**config.mk**
```make
export PLATFORM = sky130hd
export DESIGN_NAME = timer_expiry_queue_core_flat
export DESIGN_NICKNAME = d
export VERILOG_FILES = /design/src/rtl/core/teq_pkg.sv /design/src/rtl/core/teq_if.sv /design/src/rtl/core/teq_alu.sv /design/src/rtl/core/teq_slots.sv /design/src/rtl/core/timer_expiry_queue_core.sv /design/src/flat_wrapper.sv
export SDC_FILE = /design/constraint.sdc
export NUM_CORES = 2
export LEC_CHECK = 0
export ABC_CLOCK_PERIOD_IN_PS = 7200
export BUFFER_PORTS_ARGS = -buffer_cell sky130_fd_sc_hd__clkbuf_2
export CAP_MARGIN = 20
export CORE_MARGIN = 3
export CORE_UTILIZATION = 49
export CTS_BUF_LIST = sky130_fd_sc_hd__clkbuf_8 sky130_fd_sc_hd__clkbuf_16
export DETAILED_ROUTE_END_ITERATION = 6
export PLACE_DENSITY = 0.69
export REMOVE_ABC_BUFFERS = 1
export SYNTH_ARGS = -nofsm -noshare
export SYNTH_HDL_FRONTEND = slang
export SYNTH_SLANG_ARGS = --single-unit
```
**constraint.sdc**
```tcl
create_clock -name clk_i -period 7.2 [get_ports clk_i]
set_input_delay 1.44 -clock clk_i [delete_from_list [all_inputs] [get_ports clk_i]]
set_output_delay 1.44 -clock clk_i [all_outputs]
set_load 0.03 [all_outputs]
```
**src/rtl/core/teq_pkg.sv**
```systemverilog
// ----------------------------------------------------------------------------
// Timer expiry queue package
// Shared sizes, request and status codes, sequencer states and the command
// and read-back types that pass between the sequencer and the slot store.
// ----------------------------------------------------------------------------
package teq_pkg;

  localparam int unsigned SLOTS     = 16;
  localparam int unsigned MAX_FIRES = 64;

  localparam int unsigned SLOT_W   = (SLOTS > 1) ? $clog2(SLOTS) : 1;
  localparam int unsigned FIRE_W   = $clog2(MAX_FIRES + 1);
  localparam int unsigned TIME_W   = 48;
  localparam int unsigned PERIOD_W = 32;
  localparam int unsigned ID_W     = 4;
  localparam int unsigned REQ_W    = 2;
  localparam int unsigned STAT_W   = 2;

  typedef enum logic [REQ_W-1:0] {
    REQ_REGISTER = 2'd0,
    REQ_CANCEL   = 2'd1,
    REQ_TICK     = 2'd2,
    REQ_NOP      = 2'd3
  } teq_req_e;

  typedef enum logic [STAT_W-1:0] {
    STAT_OK          = 2'd0,
    STAT_ZERO_PERIOD = 2'd1,
    STAT_CAP         = 2'd2
  } teq_status_e;

  typedef enum logic [2:0] {
    ST_IDLE,
    ST_EXEC,
    ST_RESULT,
    ST_SCAN,
    ST_PICK
  } teq_state_e;

  typedef enum logic [2:0] {
    SOP_NONE,
    SOP_LOAD,
    SOP_REQUEUE,
    SOP_DISARM,
    SOP_RETIRE,
    SOP_DROP
  } teq_slot_op_e;

  typedef struct packed {
    teq_slot_op_e          op;
    logic [SLOT_W-1:0]     idx;
    logic [TIME_W-1:0]     exp_time;
    logic [PERIOD_W-1:0]   period;
    logic                  once;
  } teq_slot_cmd_t;

  typedef struct packed {
    logic [TIME_W-1:0]     scan_time;
    logic                  scan_queued;
    logic                  pick_armed;
    logic                  pick_once;
    logic [PERIOD_W-1:0]   pick_period;
    logic                  ref_queued;
  } teq_slot_rd_t;

endpackage

```
**src/rtl/core/teq_if.sv**
```systemverilog
// ----------------------------------------------------------------------------
// Timer expiry queue channels
// Request and response channels with valid/ready handshake and payload.
// ----------------------------------------------------------------------------
interface teq_req_if;
  logic                          valid;
  logic                          ready;
  logic [teq_pkg::REQ_W-1:0]     req_type;
  logic [teq_pkg::ID_W-1:0]      slot_id;
  logic [teq_pkg::PERIOD_W-1:0]  period_us;
  logic                          single_shot;
  logic [teq_pkg::TIME_W-1:0]    now_us;

  modport source (output valid, req_type, slot_id, period_us, single_shot, now_us,
                  input ready);
  modport sink   (input valid, req_type, slot_id, period_us, single_shot, now_us,
                  output ready);
endinterface

interface teq_rsp_if;
  logic                          valid;
  logic                          ready;
  logic                          fired;
  logic [teq_pkg::ID_W-1:0]      fired_slot;
  logic [teq_pkg::TIME_W-1:0]    fire_time_us;
  logic [teq_pkg::STAT_W-1:0]    status;
  logic                          last;

  modport source (output valid, fired, fired_slot, fire_time_us, status, last,
                  input ready);
  modport sink   (input valid, fired, fired_slot, fire_time_us, status, last,
                  output ready);
endinterface

```
**src/rtl/core/teq_alu.sv**
```systemverilog
// ----------------------------------------------------------------------------
// Timer expiry queue arithmetic unit
// Shared time comparators and the expiry adder used by the sequencer steps.
// ----------------------------------------------------------------------------
module teq_alu (
  input  logic [teq_pkg::TIME_W-1:0] cmp_a_i,
  input  logic [teq_pkg::TIME_W-1:0] cmp_b_i,
  input  logic [teq_pkg::TIME_W-1:0] cmp_c_i,
  input  logic [teq_pkg::TIME_W-1:0] add_a_i,
  input  logic [teq_pkg::TIME_W-1:0] add_b_i,
  output logic                       a_le_b_o,
  output logic                       a_lt_c_o,
  output logic [teq_pkg::TIME_W-1:0] sum_o
);

  // Time sums wrap modulo the time width.
  assign a_le_b_o = (cmp_a_i <= cmp_b_i);
  assign a_lt_c_o = (cmp_a_i <  cmp_c_i);
  assign sum_o    = add_a_i + add_b_i;

endmodule

```
**src/rtl/core/teq_slots.sv**
```systemverilog
// ----------------------------------------------------------------------------
// Timer expiry queue slot store
// Per-slot expiry, period and one-shot payload plus armed and queued flags.
// ----------------------------------------------------------------------------
module teq_slots (
  input  logic                        clk_i,
  input  logic                        rst_ni,
  input  teq_pkg::teq_slot_cmd_t      cmd_i,
  input  logic [teq_pkg::SLOT_W-1:0]  scan_idx_i,
  input  logic [teq_pkg::SLOT_W-1:0]  pick_idx_i,
  input  logic [teq_pkg::SLOT_W-1:0]  ref_idx_i,
  output teq_pkg::teq_slot_rd_t       rd_o
);

  logic [teq_pkg::TIME_W-1:0]   expiry_q [teq_pkg::SLOTS];
  logic [teq_pkg::PERIOD_W-1:0] period_q [teq_pkg::SLOTS];
  logic [teq_pkg::SLOTS-1:0]    once_q;
  logic [teq_pkg::SLOTS-1:0]    armed_q;
  logic [teq_pkg::SLOTS-1:0]    queued_q;

  // Payload is only read for queued slots, so it needs no reset.
  always_ff @(posedge clk_i) begin
    if (cmd_i.op == teq_pkg::SOP_LOAD) begin
      expiry_q[cmd_i.idx] <= cmd_i.exp_time;
      period_q[cmd_i.idx] <= cmd_i.period;
      once_q[cmd_i.idx]   <= cmd_i.once;
    end else if (cmd_i.op == teq_pkg::SOP_REQUEUE) begin
      expiry_q[cmd_i.idx] <= cmd_i.exp_time;
    end
  end

  always_ff @(posedge clk_i or negedge rst_ni) begin
    if (!rst_ni) begin
      armed_q  <= '0;
      queued_q <= '0;
    end else begin
      case (cmd_i.op)
        teq_pkg::SOP_LOAD: begin
          armed_q[cmd_i.idx]  <= 1'b1;
          queued_q[cmd_i.idx] <= 1'b1;
        end
        teq_pkg::SOP_DISARM: begin
          armed_q[cmd_i.idx] <= 1'b0;
        end
        teq_pkg::SOP_RETIRE: begin
          armed_q[cmd_i.idx]  <= 1'b0;
          queued_q[cmd_i.idx] <= 1'b0;
        end
        teq_pkg::SOP_DROP: begin
          queued_q[cmd_i.idx] <= 1'b0;
        end
        default: begin
        end
      endcase
    end
  end

  assign rd_o.scan_time   = expiry_q[scan_idx_i];
  assign rd_o.scan_queued = queued_q[scan_idx_i];
  assign rd_o.pick_armed  = armed_q[pick_idx_i];
  assign rd_o.pick_once   = once_q[pick_idx_i];
  assign rd_o.pick_period = period_q[pick_idx_i];
  assign rd_o.ref_queued  = queued_q[ref_idx_i];

  // An armed slot is always queued.
  a_armed_queued: assert property (@(posedge clk_i) disable iff (!rst_ni)
    (armed_q & ~queued_q) == '0)
    else $error("armed slot is not queued");

  // Only disarmed slots leave silently.
  a_drop_disarmed: assert property (@(posedge clk_i) disable iff (!rst_ni)
    (cmd_i.op == teq_pkg::SOP_DROP) |-> !armed_q[cmd_i.idx])
    else $error("armed slot dropped without firing");

  // Commands only address existing slots.
  a_cmd_range: assert property (@(posedge clk_i) disable iff (!rst_ni)
    (cmd_i.op != teq_pkg::SOP_NONE) |-> (32'(cmd_i.idx) < 32'(teq_pkg::SLOTS)))
    else $error("slot command out of range");

endmodule

```
**src/rtl/core/timer_expiry_queue_core.sv**
```systemverilog
// ----------------------------------------------------------------------------
// Timer expiry queue core
// Fixed set of one-shot and periodic timer slots; ticks fire due slots in
// order of expiry through a sequencer that scans the slot store one slot a
// cycle using a shared compare and add unit.
// ----------------------------------------------------------------------------
//
//   Channel  Direction  Handshake      Item carries
//   req_i    in         valid/ready    req_type, slot_id, period_us,
//                                      single_shot, now_us
//   rsp_o    out        valid/ready    fired, fired_slot, fire_time_us,
//                                      status, last
//
// A register, cancel or no-operation request passes from acceptance through
// the execute and result states, and its result is loaded into the output
// register once that register is free. A tick runs one pass per firing and
// per cancelled slot that leaves, plus a closing pass; each pass is one scan
// of the slot store (one compare per slot) plus one decision in the pick state.
// The request channel is ready only while the sequencer is idle; a result
// waiting in the output register does not hold off the next request.
// A stalled response channel pauses the tick at the next firing to report.
// Reset is asynchronous and active low and clears all flags; slot payload
// is not reset.
// ----------------------------------------------------------------------------
module timer_expiry_queue_core (
  input  logic      clk_i,
  input  logic      rst_ni,
  teq_req_if.sink   req_i,
  teq_rsp_if.source rsp_o
);

  teq_pkg::teq_state_e state_q, state_d;

  // Latched request.
  logic [teq_pkg::REQ_W-1:0]    req_type_q, req_type_d;
  logic [teq_pkg::ID_W-1:0]     slot_q, slot_d;
  logic [teq_pkg::PERIOD_W-1:0] period_q, period_d;
  logic                         once_q, once_d;
  logic [teq_pkg::TIME_W-1:0]   now_q, now_d;

  // Search state.
  logic [teq_pkg::SLOT_W-1:0]   scan_q, scan_d;
  logic                         found_q, found_d;
  logic [teq_pkg::SLOT_W-1:0]   best_idx_q, best_idx_d;
  logic [teq_pkg::TIME_W-1:0]   best_time_q, best_time_d;
  logic [teq_pkg::FIRE_W-1:0]   fires_q, fires_d;

  // A firing is held back until the next search tells whether it is the last.
  logic                         held_q, held_d;
  logic [teq_pkg::SLOT_W-1:0]   held_slot_q, held_slot_d;
  logic [teq_pkg::TIME_W-1:0]   held_time_q, held_time_d;
  logic [teq_pkg::STAT_W-1:0]   ack_stat_q, ack_stat_d;

  // Output register.
  logic                         out_vld_q, out_vld_d;
  logic                         out_fired_q, out_fired_d;
  logic [teq_pkg::ID_W-1:0]     out_slot_q, out_slot_d;
  logic [teq_pkg::TIME_W-1:0]   out_time_q, out_time_d;
  logic [teq_pkg::STAT_W-1:0]   out_status_q, out_status_d;
  logic                         out_last_q, out_last_d;
  logic                         out_load;
  logic                         out_free;

  logic                         req_acc;
  logic                         slot_ok;
  logic                         scan_last;
  logic                         at_cap;

  teq_pkg::teq_slot_cmd_t       cmd;
  teq_pkg::teq_slot_rd_t        rd;

  logic                         a_le_b;
  logic                         a_lt_c;
  logic [teq_pkg::TIME_W-1:0]   add_a;
  logic [teq_pkg::TIME_W-1:0]   add_b;
  logic [teq_pkg::TIME_W-1:0]   sum;

  assign req_i.ready = (state_q == teq_pkg::ST_IDLE);
  assign req_acc     = req_i.valid && req_i.ready;
  assign out_free    = !out_vld_q || rsp_o.ready;
  assign slot_ok     = (32'(slot_q) < 32'(teq_pkg::SLOTS));
  assign scan_last   = (scan_q == teq_pkg::SLOT_W'(teq_pkg::SLOTS - 1));
  assign at_cap      = (fires_q == teq_pkg::FIRE_W'(teq_pkg::MAX_FIRES));

  // The adder serves the register request and the periodic re-queue.
  assign add_a = (state_q == teq_pkg::ST_PICK) ? best_time_q : now_q;
  assign add_b = (state_q == teq_pkg::ST_PICK) ?
                 teq_pkg::TIME_W'(rd.pick_period) : teq_pkg::TIME_W'(period_q);

  teq_alu u_alu (
    .cmp_a_i  (rd.scan_time),
    .cmp_b_i  (now_q),
    .cmp_c_i  (best_time_q),
    .add_a_i  (add_a),
    .add_b_i  (add_b),
    .a_le_b_o (a_le_b),
    .a_lt_c_o (a_lt_c),
    .sum_o    (sum)
  );

  teq_slots u_slots (
    .clk_i      (clk_i),
    .rst_ni     (rst_ni),
    .cmd_i      (cmd),
    .scan_idx_i (scan_q),
    .pick_idx_i (best_idx_q),
    .ref_idx_i  (teq_pkg::SLOT_W'(slot_q)),
    .rd_o       (rd)
  );

  // Next state.
  always_comb begin
    state_d = state_q;
    case (state_q)
      teq_pkg::ST_IDLE: begin
        if (req_acc) state_d = teq_pkg::ST_EXEC;
      end
      teq_pkg::ST_EXEC: begin
        if (req_type_q == teq_pkg::REQ_TICK) state_d = teq_pkg::ST_SCAN;
        else state_d = teq_pkg::ST_RESULT;
      end
      teq_pkg::ST_RESULT: begin
        if (out_free) state_d = teq_pkg::ST_IDLE;
      end
      teq_pkg::ST_SCAN: begin
        if (scan_last) state_d = teq_pkg::ST_PICK;
      end
      teq_pkg::ST_PICK: begin
        if (!found_q) begin
          if (out_free) state_d = teq_pkg::ST_IDLE;
        end else if (!rd.pick_armed) begin
          state_d = teq_pkg::ST_SCAN;
        end else if (at_cap) begin
          if (out_free) state_d = teq_pkg::ST_IDLE;
        end else if (!held_q || out_free) begin
          state_d = teq_pkg::ST_SCAN;
        end
      end
      default: state_d = teq_pkg::ST_IDLE;
    endcase
  end

  // Datapath control and result formation.
  always_comb begin
    req_type_d   = req_type_q;
    slot_d       = slot_q;
    period_d     = period_q;
    once_d       = once_q;
    now_d        = now_q;
    scan_d       = scan_q;
    found_d      = found_q;
    best_idx_d   = best_idx_q;
    best_time_d  = best_time_q;
    fires_d      = fires_q;
    held_d       = held_q;
    held_slot_d  = held_slot_q;
    held_time_d  = held_time_q;
    ack_stat_d   = ack_stat_q;
    out_load     = 1'b0;
    out_fired_d  = out_fired_q;
    out_slot_d   = out_slot_q;
    out_time_d   = out_time_q;
    out_status_d = out_status_q;
    out_last_d   = out_last_q;
    cmd.op       = teq_pkg::SOP_NONE;
    cmd.idx      = teq_pkg::SLOT_W'(slot_q);
    cmd.exp_time = sum;
    cmd.period   = period_q;
    cmd.once     = once_q;

    case (state_q)
      teq_pkg::ST_IDLE: begin
        if (req_acc) begin
          req_type_d = req_i.req_type;
          slot_d     = req_i.slot_id;
          period_d   = req_i.period_us;
          once_d     = req_i.single_shot;
          now_d      = req_i.now_us;
        end
      end
      teq_pkg::ST_EXEC: begin
        ack_stat_d = teq_pkg::STAT_OK;
        case (req_type_q)
          teq_pkg::REQ_REGISTER: begin
            if (slot_ok) begin
              if (!once_q && (period_q == '0)) begin
                ack_stat_d = teq_pkg::STAT_ZERO_PERIOD;
              end else begin
                cmd.op = teq_pkg::SOP_LOAD;
              end
            end
          end
          teq_pkg::REQ_CANCEL: begin
            if (slot_ok && rd.ref_queued) cmd.op = teq_pkg::SOP_DISARM;
          end
          teq_pkg::REQ_TICK: begin
            scan_d  = '0;
            found_d = 1'b0;
            fires_d = '0;
            held_d  = 1'b0;
          end
          default: begin
          end
        endcase
      end
      teq_pkg::ST_RESULT: begin
        if (out_free) begin
          out_load     = 1'b1;
          out_fired_d  = 1'b0;
          out_slot_d   = '0;
          out_time_d   = '0;
          out_status_d = ack_stat_q;
          out_last_d   = 1'b1;
        end
      end
      teq_pkg::ST_SCAN: begin
        // Keep the earliest due slot; a strict compare favors the lower slot.
        if (rd.scan_queued && a_le_b && (!found_q || a_lt_c)) begin
          found_d     = 1'b1;
          best_idx_d  = scan_q;
          best_time_d = rd.scan_time;
        end
        scan_d = scan_q + 1'b1;
      end
      teq_pkg::ST_PICK: begin
        cmd.idx = best_idx_q;
        if (!found_q) begin
          // Nothing more is due: close the tick.
          if (out_free) begin
            out_load     = 1'b1;
            out_fired_d  = held_q;
            out_slot_d   = held_q ? teq_pkg::ID_W'(held_slot_q) : '0;
            out_time_d   = held_q ? held_time_q : '0;
            out_status_d = teq_pkg::STAT_OK;
            out_last_d   = 1'b1;
            held_d       = 1'b0;
          end
        end else if (!rd.pick_armed) begin
          // A cancelled slot reached its expiry and leaves without a result.
          cmd.op  = teq_pkg::SOP_DROP;
          scan_d  = '0;
          found_d = 1'b0;
        end else if (at_cap) begin
          // Firing budget spent while a due slot is still waiting.
          if (out_free) begin
            out_load     = 1'b1;
            out_fired_d  = 1'b1;
            out_slot_d   = teq_pkg::ID_W'(held_slot_q);
            out_time_d   = held_time_q;
            out_status_d = teq_pkg::STAT_CAP;
            out_last_d   = 1'b1;
            held_d       = 1'b0;
          end
        end else if (!held_q || out_free) begin
          if (held_q) begin
            out_load     = 1'b1;
            out_fired_d  = 1'b1;
            out_slot_d   = teq_pkg::ID_W'(held_slot_q);
            out_time_d   = held_time_q;
            out_status_d = teq_pkg::STAT_OK;
            out_last_d   = 1'b0;
          end
          held_d      = 1'b1;
          held_slot_d = best_idx_q;
          held_time_d = best_time_q;
          fires_d     = fires_q + 1'b1;
          cmd.op      = rd.pick_once ? teq_pkg::SOP_RETIRE : teq_pkg::SOP_REQUEUE;
          scan_d      = '0;
          found_d     = 1'b0;
        end
      end
      default: begin
      end
    endcase
  end

  assign out_vld_d = out_load ? 1'b1 : (rsp_o.ready ? 1'b0 : out_vld_q);

  always_ff @(posedge clk_i or negedge rst_ni) begin
    if (!rst_ni) begin
      state_q   <= teq_pkg::ST_IDLE;
      found_q   <= 1'b0;
      fires_q   <= '0;
      held_q    <= 1'b0;
      scan_q    <= '0;
      out_vld_q <= 1'b0;
    end else begin
      state_q   <= state_d;
      found_q   <= found_d;
      fires_q   <= fires_d;
      held_q    <= held_d;
      scan_q    <= scan_d;
      out_vld_q <= out_vld_d;
    end
  end

  always_ff @(posedge clk_i) begin
    req_type_q   <= req_type_d;
    slot_q       <= slot_d;
    period_q     <= period_d;
    once_q       <= once_d;
    now_q        <= now_d;
    best_idx_q   <= best_idx_d;
    best_time_q  <= best_time_d;
    held_slot_q  <= held_slot_d;
    held_time_q  <= held_time_d;
    ack_stat_q   <= ack_stat_d;
    out_fired_q  <= out_fired_d;
    out_slot_q   <= out_slot_d;
    out_time_q   <= out_time_d;
    out_status_q <= out_status_d;
    out_last_q   <= out_last_d;
  end

  assign rsp_o.valid        = out_vld_q;
  assign rsp_o.fired        = out_fired_q;
  assign rsp_o.fired_slot   = out_slot_q;
  assign rsp_o.fire_time_us = out_time_q;
  assign rsp_o.status       = out_status_q;
  assign rsp_o.last         = out_last_q;

  // The output register is never overwritten while its item is still waiting.
  a_no_overwrite: assert property (@(posedge clk_i) disable iff (!rst_ni)
    out_load |-> out_free)
    else $error("output register overwritten");

  // A tick never reports more firings than its budget.
  a_fire_cap: assert property (@(posedge clk_i) disable iff (!rst_ni)
    fires_q <= teq_pkg::FIRE_W'(teq_pkg::MAX_FIRES))
    else $error("firing count above cap");

  // A held firing never survives into idle, so no result is lost.
  a_held_flushed: assert property (@(posedge clk_i) disable iff (!rst_ni)
    (state_q == teq_pkg::ST_IDLE) |-> !held_q)
    else $error("held firing left behind");

  // A result that reports no firing always closes its request.
  a_ack_last: assert property (@(posedge clk_i) disable iff (!rst_ni)
    (rsp_o.valid && !rsp_o.fired) |-> rsp_o.last)
    else $error("non-firing result not marked last");

  // Once a request is taken the channel closes until the work is done.
  a_busy_after_accept: assert property (@(posedge clk_i) disable iff (!rst_ni)
    req_acc |=> !req_i.ready)
    else $error("request channel open while busy");

endmodule

```
**src/flat_wrapper.sv**
```systemverilog
// flat-port wrapper written by rule: the top's interface ports become plain ports
module timer_expiry_queue_core_flat 
  (clk_i, rst_ni, req_i_valid, req_i_req_type, req_i_slot_id, req_i_period_us, req_i_single_shot, req_i_now_us, req_i_ready, rsp_o_valid, rsp_o_fired, rsp_o_fired_slot, rsp_o_fire_time_us, rsp_o_status, rsp_o_last, rsp_o_ready);
  teq_req_if req_i_i ();
  teq_rsp_if rsp_o_i ();
  input  logic clk_i;
  input  logic rst_ni;
  input wire logic [$bits(req_i_i.valid)-1:0] req_i_valid;
  input wire logic [$bits(req_i_i.req_type)-1:0] req_i_req_type;
  input wire logic [$bits(req_i_i.slot_id)-1:0] req_i_slot_id;
  input wire logic [$bits(req_i_i.period_us)-1:0] req_i_period_us;
  input wire logic [$bits(req_i_i.single_shot)-1:0] req_i_single_shot;
  input wire logic [$bits(req_i_i.now_us)-1:0] req_i_now_us;
  output wire logic [$bits(req_i_i.ready)-1:0] req_i_ready;
  output wire logic [$bits(rsp_o_i.valid)-1:0] rsp_o_valid;
  output wire logic [$bits(rsp_o_i.fired)-1:0] rsp_o_fired;
  output wire logic [$bits(rsp_o_i.fired_slot)-1:0] rsp_o_fired_slot;
  output wire logic [$bits(rsp_o_i.fire_time_us)-1:0] rsp_o_fire_time_us;
  output wire logic [$bits(rsp_o_i.status)-1:0] rsp_o_status;
  output wire logic [$bits(rsp_o_i.last)-1:0] rsp_o_last;
  input wire logic [$bits(rsp_o_i.ready)-1:0] rsp_o_ready;
  assign req_i_i.valid = req_i_valid;
  assign req_i_i.req_type = req_i_req_type;
  assign req_i_i.slot_id = req_i_slot_id;
  assign req_i_i.period_us = req_i_period_us;
  assign req_i_i.single_shot = req_i_single_shot;
  assign req_i_i.now_us = req_i_now_us;
  assign req_i_ready = req_i_i.ready;
  assign rsp_o_valid = rsp_o_i.valid;
  assign rsp_o_fired = rsp_o_i.fired;
  assign rsp_o_fired_slot = rsp_o_i.fired_slot;
  assign rsp_o_fire_time_us = rsp_o_i.fire_time_us;
  assign rsp_o_status = rsp_o_i.status;
  assign rsp_o_last = rsp_o_i.last;
  assign rsp_o_i.ready = rsp_o_ready;
  timer_expiry_queue_core u_core (.clk_i(clk_i), .rst_ni(rst_ni), .req_i(req_i_i), .rsp_o(rsp_o_i));
endmodule
```
==> impl_metrics.ini <==
[clock_network]
cts_buffer_depth = 3
h-tree-depth = 4
cts-root-buf = clkbuf_16
insertion_delay_ns = 0.81
post-cts-setup-buffers = 0
cts_made_buffers = 161
ctsHoldBuffers = 0
tritoncts = done
clock-sinks = 1597
cts.clk_slew.worst_paths_ns = 0.06
post_cts_resized = 0

[grt]
grt-ovfl-total = 0
antenna_found_initial = 6
grt_pass1_wl_mm = 238
grt_start_max_net_pins = 63
grtUsageTotal = 0.240
grt_pass1_vias = 34900

[synth]
synthCells = 3627
synth_top_family_by_area = multiplexers
syn_avg_cell_area_um2 = 18.0
synthMuxAreaShare = 0.128
synth_edf_count = 1544
synth-simple-area-share = 0.0398
synth_top_area_frac = 0.711
ys_ff_latch = 1597
synthAdderAreaFrac = 0.0253
syn_area_um2 = 65200
yosysWarnings = 0
netlist_top_cells_area = edfxtp_1 (71%), mux4_2 (9.6%), ha_1 (2.5%)
synth_async_sr_flop_share = 0.0307
synthXorXnorAreaFrac = 0.00672
synth_area_leader_cell = edfxtp_1
synth_cell_types = 70
seq_area_frac_synth = 0.731
synth_compound_area_frac = 0.0524
synth_flop_cell = edfxtp_1

[cells_and_area]
drive_gt1_frac = 0.221
nets = 4118
diodes = 0
fillers = 9981
finalCoreUtilization = 0.561
finalInstanceArea_um2 = 73900
syn_to_final_growth_pct = 13.4

[setup_path]
cp.required_ns = 7.64
arrival_ns = 6.57
reg2reg_slack_ns = 1.07
path_max_fanout = 62
end_kind = register
critPathKind = reg2reg
start_kind = register

[routing]
drt_drc_violations_left = 0
wl_mm = 164
antenna_left = 0
vias = 35100
wl_per_cell_um = 28.4
dr.pass1.iters = 6
drt_iter0_markers = 4123
viasPerCell = 6.07

[placed_design]
gp_congestion = 0.888
dpl-instance-area_um2 = 68700
port_buffers = 148
pre_cts_ws_ns = 1.17
detailed_place_hpwl_mm = 96.9

[hold_path]
min_path_type = reg2reg

[sta]
max_freq_mhz = 163
rsz0062_at_grt = false
tightest_slew_ns = 1.14
maxSlewHeadroom = 0.242
min_period_ns = 6.13
slew_violations = 0
post-route-worst-setup-slack_ns = 1.07
finalHoldViolCount = 0
fin_crit_sh = 0.851
fin_skew_ns = 0.0444
setup_viol = 0

[floorplanning]
die_area_um2 = 137000
rows = 133
start_util = 0.495
io_pins = 149
die_w_um = 371
die_height_um = 371
coreArea_um2 = 132000

[power]
ir_drop_mv = 0.268
p_leak_nw = 24.9
p_per_area_nw_per_um2 = 400

[run_status]
status = complete, no violations

[run]
max_cap_viol_count = 0
-- where the power goes --
group / total [W] / internal, W / leakage (nW) / switching (W)
clock network: 0.00797 / 0.00445 / 2.65 / 0.00352
registers: 0.0131 / 0.0124 / 14.6 / 0.000678
logic: 0.00851 / 0.00321 / 7.73 / 0.00530
-- cells by family after synthesis --
group           Yosys count
flops                  1597
simple gates            561
compound gates          535
mux                     478
buf+inv                 275
fa+ha+maj               131
xor+xnor                 50
-- critical path: stages, from the launching register on --
cell,delay (ns)
dfxtp_4,0.58
buf_12,0.46
mux4_2,0.56
mux4_2,0.48
nand2_1,0.08
nand2_1,0.10
ha_1,0.35
o21ai_0,0.26
o211ai_1,0.16
a41oi_1,0.43
a21oi_1,0.25
a31oi_1,0.54
o31a_1,0.22
buf_4,0.25
nor3_1,0.10
xnor2_1,0.88
-- Yosys cell counts (24+ instances only) --
| cell type | n |
|---|---|
| a21oi_1 | 116 |
| inv_1 | 108 |
| a21o_1 | 32 |
| dfrtp_1 | 49 |
| nand4_1 | 25 |
| edfxtp_1 | 1544 |
| o21ai_0 | 170 |
| nor2_1 | 114 |
| mux2i_1 | 146 |
| nand3_1 | 31 |
| a31oi_1 | 24 |
| nor3_1 | 24 |
| nand2_1 | 244 |
| buf_1 | 37 |
| clkbuf_1 | 105 |
| ha_1 | 130 |
| mux4_2 | 277 |
| xnor2_1 | 34 |
| a221oi_1 | 48 |
| a22oi_1 | 47 |
| and2_1 | 60 |
| mux2_2 | 54 |
-- path summary, 6_finish.rpt --
path                       startpoint                        endpoint  depth (start not counted)
setup / recovery             register  u_core.u_slots.expiry_q[2][38]                         15
hold / removal               register                        register                          1
setup reg to reg             register  u_core.u_slots.expiry_q[2][38]                         15
min in group asynchronous      rst_ni               u_core.fires_q[3]                          2
hold reg to reg              register                        register                          1
max in group asynchronous      rst_ni                u_core.scan_q[0]                          2
-- cell type report --
cell class                 count  area [um2]  area share
sequential                  1597       47700       0.645
multi-input combinational   1755       16700       0.226
clock inverter               133         965      0.0131
timing repair buffer         273        1830      0.0248
clock buffer                 164        4100      0.0555
inverter                     108         405     0.00549
tap                         1755        2200      0.0297
-- cells in the final DEF (no fill, tap or decap), types with 58 or more instances in the layout --
cell type	instances
mux4_2	277
clkbuf_16	164
clkbuf_2	148
inv_1	148
o21ai_0	170
and2_1	58
mux2i_1	146
nor2_1	81
edfxtp_1	1544
buf_4	113
a21oi_1	116
nand2_1	243
ha_1	130
-- through the flow --
| step | TNS, ns | cells | power [W] | hold WS, ns |
|---|---|---|---|---|
| finish | 0 | 5785 | 0.0296 | 0.505 |
| global route | 0 | 5785 | 0.0308 | 0.527 |
| CTS | 0 | 5763 | 0.0295 | 0.501 |
| detailed placement | 0 | 5466 | 0.0216 | 0.486 |
| global placement | 0 | 5466 | 0.0214 | 0.474 |
| floorplan | -2779.07 | 3460 | 0.0192 | 0.450 |
-- state kept, by name, indices dropped and copies added, names as in the netlist, 7 cells and up, named ones only --
register and cells:
u_core.period_q 32, u_core.u_slots.period_q 512, u_core.fires_q 7, u_core.best_time_q 48, u_core.u_slots.once_q 16, u_core.u_slots.expiry_q 768, u_core.rsp_o.fire_time_us 48, u_core.now_q 48
u_core.held_time_q 48
-- routing by layer --
metal,global-route usage,vias up,wire length [um]
met4,0.0890,6,5960
met2,0.388,1551,80300
li1,-,15100,-
met5,0,-,43
met1,0.329,18200,66000
met3,0.0418,341,11800
Note: power is estimated with default switching activity, not from simulation.
